### src/design/adnd_pkg.sv
// Shared types and constants for the adaptive delta nibble decoder.
package adnd_pkg;

  localparam int STEP_ENTRIES_DEF = 64;
  localparam int ADDR_W_MAX       = 8;
  localparam int CODE_W           = 4;
  localparam int IDX_W            = 6;
  localparam int STEP_W           = 16;
  localparam int ADJ_W            = 7;
  localparam int SAMPLE_W         = 32;
  localparam int ADJ_ENTRIES      = 16;

  typedef enum logic [1:0] {
    MODE_DECODE    = 2'd0,
    MODE_LOAD_STEP = 2'd1,
    MODE_LOAD_ADJ  = 2'd2,
    MODE_INIT      = 2'd3
  } mode_t;

  typedef struct packed {
    mode_t               mode;
    logic [CODE_W-1:0]   code;
    logic [IDX_W-1:0]    addr;
    logic [STEP_W-1:0]   value;
  } stage_t;

endpackage

### src/design/adnd_ram.sv
// Generic single-write, single-read RAM with registered read data.
module adnd_ram #(
  parameter int WIDTH = 16,
  parameter int DEPTH = 64,
  localparam int AddrW = $clog2(DEPTH)
) (
  input  logic             clk,
  input  logic             we,
  input  logic [AddrW-1:0] waddr,
  input  logic [WIDTH-1:0] wdata,
  input  logic             re,
  input  logic [AddrW-1:0] raddr,
  output logic [WIDTH-1:0] rdata
);

  logic [WIDTH-1:0] mem [DEPTH];

  always_ff @(posedge clk) begin
    if (we) begin
      mem[waddr] <= wdata;
    end
    if (re) begin
      rdata <= mem[raddr];
    end
  end

endmodule

### src/design/adaptive_delta_nibble_decoder_core.sv
// Adaptive delta nibble decoder: IMA-style 4-bit code decoder with loadable tables.
//
// One item is taken every clock cycle while the result side does not stall,
// and each item gives exactly one result via the decoder stage. Items are
// decodes, step-table loads, adjust-table loads and channel inits, selected by
// mode. The step table (STEP_ENTRIES x 16) and adjust table (16 x 7, signed)
// live in RAMs with registered read data; both are undefined after
// reset and must be loaded before any decode reads them. Every item issues
// its table reads in its transfer cycle. The step read address is the step
// index left by the item one stage ahead, taken straight from that stage's
// adjust-and-clamp logic, and this RAM read is what sets the pace.
// Table writes also happen at transfer, in item order, so a load followed by
// a decode in the next cycle sees the new entry. The result channel shows
// the committed predictor and step index directly; a stalled result holds
// the decoder stage, and a held stage raises the item stall. The item stall
// is also high during reset. Load items report the unchanged state.
module adaptive_delta_nibble_decoder_core #(
  parameter int STEP_ENTRIES = adnd_pkg::STEP_ENTRIES_DEF
) (
  input  logic                                  clk,
  input  logic                                  rst,
  input  logic                                  item_valid,
  output logic                                  item_stall,
  input  adnd_pkg::mode_t                       mode,
  input  logic [adnd_pkg::CODE_W-1:0]           code,
  input  logic [adnd_pkg::IDX_W-1:0]            entry_addr,
  input  logic [adnd_pkg::STEP_W-1:0]           entry_value,
  input  logic signed [adnd_pkg::ADJ_W-1:0]     adjust_value,
  output logic                                  result_valid,
  input  logic                                  result_stall,
  output logic signed [adnd_pkg::SAMPLE_W-1:0]  sample,
  output logic [adnd_pkg::IDX_W-1:0]            step_index
);
  import adnd_pkg::*;

  localparam int AW = $clog2(STEP_ENTRIES);
  localparam int AdjAW = $clog2(ADJ_ENTRIES);
  // Highest legal step index: last table entry, never above 63.
  localparam logic [IDX_W-1:0] IDX_MAX =
    (STEP_ENTRIES > 64) ? {IDX_W{1'b1}} : IDX_W'(STEP_ENTRIES - 1);

  // Committed state; the result channel shows it directly.
  logic [IDX_W-1:0]    cur_index;
  logic [SAMPLE_W-1:0] predictor;

  // Decoder stage: the item whose table reads are in flight.
  logic   s1_valid;
  stage_t s1;

  logic accept;
  logic s1_go;

  logic [STEP_W-1:0]      step_rdata;
  logic [ADJ_W-1:0]       adj_rdata;
  logic [ADDR_W_MAX-1:0]  step_waddr_wide;
  logic [ADDR_W_MAX-1:0]  step_raddr_wide;
  logic                   step_we;
  logic                   adj_we;

  logic signed [IDX_W+1:0] idx_sum;
  logic [IDX_W-1:0]        idx_dec;
  logic [STEP_W+1:0]       mag_sum;
  logic [STEP_W-1:0]       mag;
  logic [SAMPLE_W-1:0]     pred_dec;
  logic [IDX_W-1:0]        idx_next;
  logic [SAMPLE_W-1:0]     pred_next;
  logic [IDX_W-1:0]        idx_front;

  // Hold the item side during reset and while the stage cannot drain.
  assign item_stall = rst | (s1_valid & result_valid & result_stall);
  assign accept     = item_valid & ~item_stall;
  assign s1_go      = s1_valid & (~result_valid | ~result_stall);

  // Table writes at transfer, in item order; drop step writes past the table.
  assign step_we = accept && (mode == MODE_LOAD_STEP) && (int'(entry_addr) < STEP_ENTRIES);
  assign adj_we  = accept && (mode == MODE_LOAD_ADJ);
  assign step_waddr_wide = ADDR_W_MAX'(entry_addr);

  // Read the step at the index the stage ahead leaves behind.
  assign idx_front       = s1_valid ? idx_next : cur_index;
  assign step_raddr_wide = ADDR_W_MAX'(idx_front);

  adnd_ram #(
    .WIDTH (STEP_W),
    .DEPTH (STEP_ENTRIES)
  ) u_step_ram (
    .clk   (clk),
    .we    (step_we),
    .waddr (step_waddr_wide[AW-1:0]),
    .wdata (entry_value),
    .re    (accept),
    .raddr (step_raddr_wide[AW-1:0]),
    .rdata (step_rdata)
  );

  adnd_ram #(
    .WIDTH (ADJ_W),
    .DEPTH (ADJ_ENTRIES)
  ) u_adj_ram (
    .clk   (clk),
    .we    (adj_we),
    .waddr (code[AdjAW-1:0]),
    .wdata (adjust_value),
    .re    (accept),
    .raddr (code[AdjAW-1:0]),
    .rdata (adj_rdata)
  );

  // Index adaptation: add the signed adjustment, clamp to the table range.
  always_comb begin
    idx_sum = $signed({2'b00, cur_index}) + $signed({adj_rdata[ADJ_W-1], adj_rdata});
    if (idx_sum[IDX_W+1]) begin
      idx_dec = '0;
    end else if (idx_sum[IDX_W:0] > {1'b0, IDX_MAX}) begin
      idx_dec = IDX_MAX;
    end else begin
      idx_dec = idx_sum[IDX_W-1:0];
    end
  end

  // Delta magnitude from the step and code bits 2..0, wrapped to 16 bits.
  always_comb begin
    mag_sum = (STEP_W+2)'(step_rdata >> 3)
            + (s1.code[2] ? (STEP_W+2)'(step_rdata) : '0)
            + (s1.code[1] ? (STEP_W+2)'(step_rdata >> 1) : '0)
            + (s1.code[0] ? ((STEP_W+2)'(step_rdata >> 2) + (STEP_W+2)'(step_rdata[0]))
                          : '0);
    mag = mag_sum[STEP_W-1:0];
    if (s1.code[3]) begin
      pred_dec = predictor - SAMPLE_W'(mag);
    end else begin
      pred_dec = predictor + SAMPLE_W'(mag);
    end
  end

  // State after the staged item.
  always_comb begin
    unique case (s1.mode)
      MODE_DECODE: begin
        idx_next  = idx_dec;
        pred_next = pred_dec;
      end
      MODE_INIT: begin
        idx_next  = (s1.addr > IDX_MAX) ? IDX_MAX : s1.addr;
        pred_next = SAMPLE_W'(s1.value);
      end
      default: begin
        idx_next  = cur_index;
        pred_next = predictor;
      end
    endcase
  end

  always_ff @(posedge clk) begin
    if (rst) begin
      s1_valid     <= 1'b0;
      result_valid <= 1'b0;
      cur_index    <= '0;
      predictor    <= '0;
    end else begin
      // Advance the stage on a transfer, drop it once committed.
      if (accept) begin
        s1_valid <= 1'b1;
      end else if (s1_go) begin
        s1_valid <= 1'b0;
      end
      // Commit: state and result register are the same flops.
      if (s1_go) begin
        cur_index    <= idx_next;
        predictor    <= pred_next;
        result_valid <= 1'b1;
      end else if (result_valid && !result_stall) begin
        result_valid <= 1'b0;
      end
    end
  end

  // Stage payload needs no reset.
  always_ff @(posedge clk) begin
    if (accept) begin
      s1.mode  <= mode;
      s1.code  <= code;
      s1.addr  <= entry_addr;
      s1.value <= entry_value;
    end
  end

  assign sample     = $signed(predictor);
  assign step_index = cur_index;

endmodule

### config.mk
export PLATFORM = sky130hd
export DESIGN_NAME = adaptive_delta_nibble_decoder_core
export DESIGN_NICKNAME = d
export VERILOG_FILES = /design/src/design/adnd_pkg.sv /design/src/design/adnd_ram.sv /design/src/design/adaptive_delta_nibble_decoder_core.sv
export SDC_FILE = /design/constraint.sdc
export NUM_CORES = 2
export LEC_CHECK = 0
export BUFFER_PORTS_ARGS = -buffer_cell sky130_fd_sc_hd__buf_4
export CAP_MARGIN = 15
export CORE_MARGIN = 8
export CORE_UTILIZATION = 57
export CTS_CLUSTER_SIZE = 14
export DETAILED_ROUTE_END_ITERATION = 8
export GPL_TIMING_DRIVEN = 0
export HOLD_SLACK_MARGIN = 0.02
export PLACE_DENSITY_LB_ADDON = 0.12
export SETUP_SLACK_MARGIN = 0.2
export SYNTH_ARGS = -nofsm -noshare
export SYNTH_HDL_FRONTEND = slang
export SYNTH_SLANG_ARGS = --single-unit
export TNS_END_PERCENT = 100
### constraint.sdc
create_clock -name clk -period 7.1 [get_ports clk]
set_input_delay 1.775 -clock clk [delete_from_list [all_inputs] [get_ports clk]]
set_output_delay 1.775 -clock clk [all_outputs]
set_load 0.02 [all_outputs]
==> flow_summary.toml <==
[timing]
setup_viol = 1
period_share_pct = 100.4
whs_ns = 0.5113
slew_headroom_pct = 12.32
rsz0062_at_grt = "true"
fmax_mhz = 140.2
min_period_ns = 7.132
worst_slack_ns = -0.03187
slew_viol_final = 0
finalHoldViolCount = 0
tns_ns = -0.03187
fin_skew_ns = 0.02903
tightestPinTransition_ns = 1.303

[cts]
cts_sinks = 1227
clock_path_buffers = 3
cts-root-buf = "clkbuf_16"
numCtsBuffers = 121
h-tree-depth = 3
clk_latency_ns = 0.72
cts_tree = "done"
clk_pin_slew_worst_paths_ns = 0.06
hold_buffers = 0

[floorplan]
fp.dieH_um = 319.1
fp.coreArea_um2 = 91390
rows = 111
pin_count = 79
initial_core_util_pct = 57.29
die_w_um = 319.1
die_area_um2 = 101800

[hold_path]
holdPathStages = 2
hp-start = "sample[2]"
hold_path.class = "reg -> reg"

[detailed_routing]
first_pass_iters = 6
wl_per_cell_um = 28.18
vias = 33380
drt_iter0_drc = 4063
wl_um = 147900
wl_met1_um = 59950
antenna_left = 0
via_per_inst = 6.361
met3_wirelength_um = 14670
highest_layer = "met5"
route.met2.wl_um = 66750
drc_errors = 0

[setup_path]
cp_max_fo = 4
critPathLaunch = "u_step_ram.rdata[2]"
r2r_start = "u_step_ram.rdata[2]"
critPathMaxStageDelay_ns = 0.47
end_kind = "register"
worst_setup_path_start_kind = "register"
reg2reg_depth = 32
crit_arrival_ns = 7.72
crit_path_top_delay_cell = "fa_1"
required_ns = 7.69
crit_path_frequent_cell = "a21o_1"
path_class = "reg -> reg"

[global_routing]
grt_usage_pct = 28.39
grt_first_pass_wirelength_um = 213900
antenna_found_initial = 11
grt_max_degree = 66
grt-ovfl-total = 0
grt_pass1_vias = 32240

[logic_synthesis]
avgSynthCellArea_um2 = 14.21
syn-num-nets = 3814
muxShareOfSynthArea_pct = 6.415
synth_edf_count = 1187
synth_compound_area_share_pct = 6.551
yosysSeqAreaShare_pct = 69.62
synth-simple-area-share_pct = 11.46
synth_seq_cells = 1227
synth_top_family_by_area = "simple AND/OR/NAND/NOR gates"
synth.distinct_cells = 75
syn_inst = 3684
synth_ff_type = "edfxtp_1"
yosys_warnings = 0
synthXorXnorAreaFrac_pct = 1.054
synthArstFlopShare_pct = 0
synthAdderAreaFrac_pct = 2.605
syn_area_um2 = 52350

[placed_design]
gp_congestion = 0.9965
dp_hpwl_um = 98170
portBuffers = 77
placed_area_um2 = 55060

[run_status]
status = "finished with violations"
violations = "setup timing"

[finish]
area_growth_pct = 13.62
final_nets = 4088
layout-drive-gt1-share_pct = 13.78
fillers = 6639
postLayoutCellArea_um2 = 59480

[power]
p_leak_nw = 21.81
power_density_nw_per_um2 = 283.1
vdd_ir_drop_max_v = 0.0002412

[job]
maxCapViolCount = 0
## cell usage after synthesis, types with 5 or more instances
cell type | number | area [um2]
a211oi_1 | 233 | 1749
a21o_1 | 15 | 112.6
a21oi_1 | 50 | 250.2
a22o_1 | 7 | 61.31
a22oi_1 | 8 | 60.06
a31oi_1 | 11 | 68.82
a32oi_1 | 17 | 148.9
a41o_1 | 14 | 140.1
and2_1 | 46 | 287.8
and3_1 | 230 | 1439
and4_1 | 17 | 148.9
buf_1 | 15 | 56.30
buf_2 | 55 | 275.3
buf_4 | 5 | 37.54
clkbuf_1 | 133 | 499.2
dfxtp_1 | 40 | 800.8
edfxtp_1 | 1187 | 35640
fa_1 | 30 | 600.6
ha_1 | 61 | 763.2
inv_1 | 84 | 315.3
mux2_2 | 6 | 67.56
mux2i_1 | 250 | 2502
mux4_2 | 35 | 788.3
nand2_1 | 594 | 2230
nand2b_1 | 6 | 37.54
nand3_1 | 16 | 80.08
nand3b_1 | 11 | 82.58
nand4_1 | 60 | 375.4
nor2_1 | 147 | 551.8
nor2b_1 | 6 | 37.54
nor3_1 | 35 | 175.2
nor4_1 | 49 | 306.5
o211ai_1 | 11 | 82.58
o21a_1 | 13 | 97.59
o21ai_0 | 36 | 180.2
o21ai_1 | 5 | 25.02
o21bai_1 | 7 | 52.55
o31ai_1 | 5 | 37.54
or3_1 | 9 | 56.30
or4_1 | 7 | 52.55
xnor2_1 | 48 | 420.4
xor2_1 | 15 | 131.4
## area by class of cell
type	count	area [um2]	share of cell area (%)
Inverter	84	315.3	0.5301
Timing Repair Buffer	151	1260	2.118
Buffer	210	934.6	1.571
Multi-Input combinational cell	2163	15260	25.65
Sequential cell	1227	36450	61.27
Antenna cell	4	10.01	0.01683
Tap cell	1186	1484	2.495
Clock inverter	78	614.3	1.033
Clock buffer	145	3161	5.314
## metrics by stage
step	utilization [%]	total power, mW	worst slack, ns	instances
floorplan	-	9.741	0.2072	3684
global placement	59.67	10.51	-0.5358	4947
detailed placement	60.25	10.55	-0.6365	4985
CTS	64.87	16.77	-0.06161	5232
global route	65.08	17.33	-0.3658	5244
finish	65.09	16.84	-0.03187	5248
## critical path: cells and delay by family, from the launching register on
family                     cells  cell delay (ns)
buffers and inverters          3             0.28
and+or+nand+nor                6             0.96
AOI/OAI and AO/OA             13             2.64
DFF                            1             0.45
adders and majority gates      7             2.13
muxes                          1             0.15
xor gates and xnor gates       2             0.38
## worst paths after layout
check	to	slack [ns]
max	sample[30]	-0.03
min	sample[2]	0.51
max reg2reg	sample[30]	-0.03
min reg2reg	sample[2]	0.51
## layer usage
layer / vias up / GRT usage [%]
met5: - / 0
met4: 6 / 11.35
met3: 355 / 5.877
met2: 1721 / 43.71
met1: 16710 / 39.84
li1: 14600 / -
## cells in the final DEF (no fill, tap or decap), types with 23 or more instances in the layout
cell       instances
a211oi_1         229
a21oi_1           43
and2_1            43
and3_1           226
buf_2             62
buf_4            127
clkbuf_1         149
clkbuf_16        123
clkinv_1          31
clkinv_2          23
dfxtp_1           40
edfxtp_1        1187
fa_1              29
ha_1              48
inv_1             79
mux2i_1          250
mux4_2            35
nand2_1          593
nand4_1           60
nor2_1            97
nor2_2            48
nor3_1            34
nor4_1            49
o21ai_0           31
xnor2_1           47
## flip-flops by register name, indices dropped and copies added, names as in the netlist
register,count
u_step_ram.mem,1024
u_adj_ram.mem,112
sample,32
s1,28
u_step_ram.rdata,16
u_adj_ram.rdata,7
step_index,6
result_valid,1
s1_valid,1
## logic make-up (layout without fill, tap and decap cells)
| kind of cell | count (synthesis) | after routing |
|---|---|---|
| buf+inv | 294 | 668 |
| compound gates | 470 | 470 |
| mux | 291 | 291 |
| other cells | 0 | 4 |
| simple gates | 1248 | 1248 |
| fa+ha+maj | 91 | 91 |
| xor+xnor | 63 | 63 |
| flops | 1227 | 1227 |
## report_power, final
part           switching, mW  internal, mW
clock                   2.73          3.42
combinational           1.67         0.988
sequential            0.0423          7.99
total                   4.44          12.4
## timing repair
| item | CTS | global route |
|---|---|---|
| pin swaps | 51 | 22 |
| buffers inserted | 24 | 9 |
| setup endpoints to repair | 13 | 12 |
| resized for setup | 50 | 19 |
| hold endpoints to repair | 0 | 0 |
Note: power is estimated with default switching activity, not from simulation.
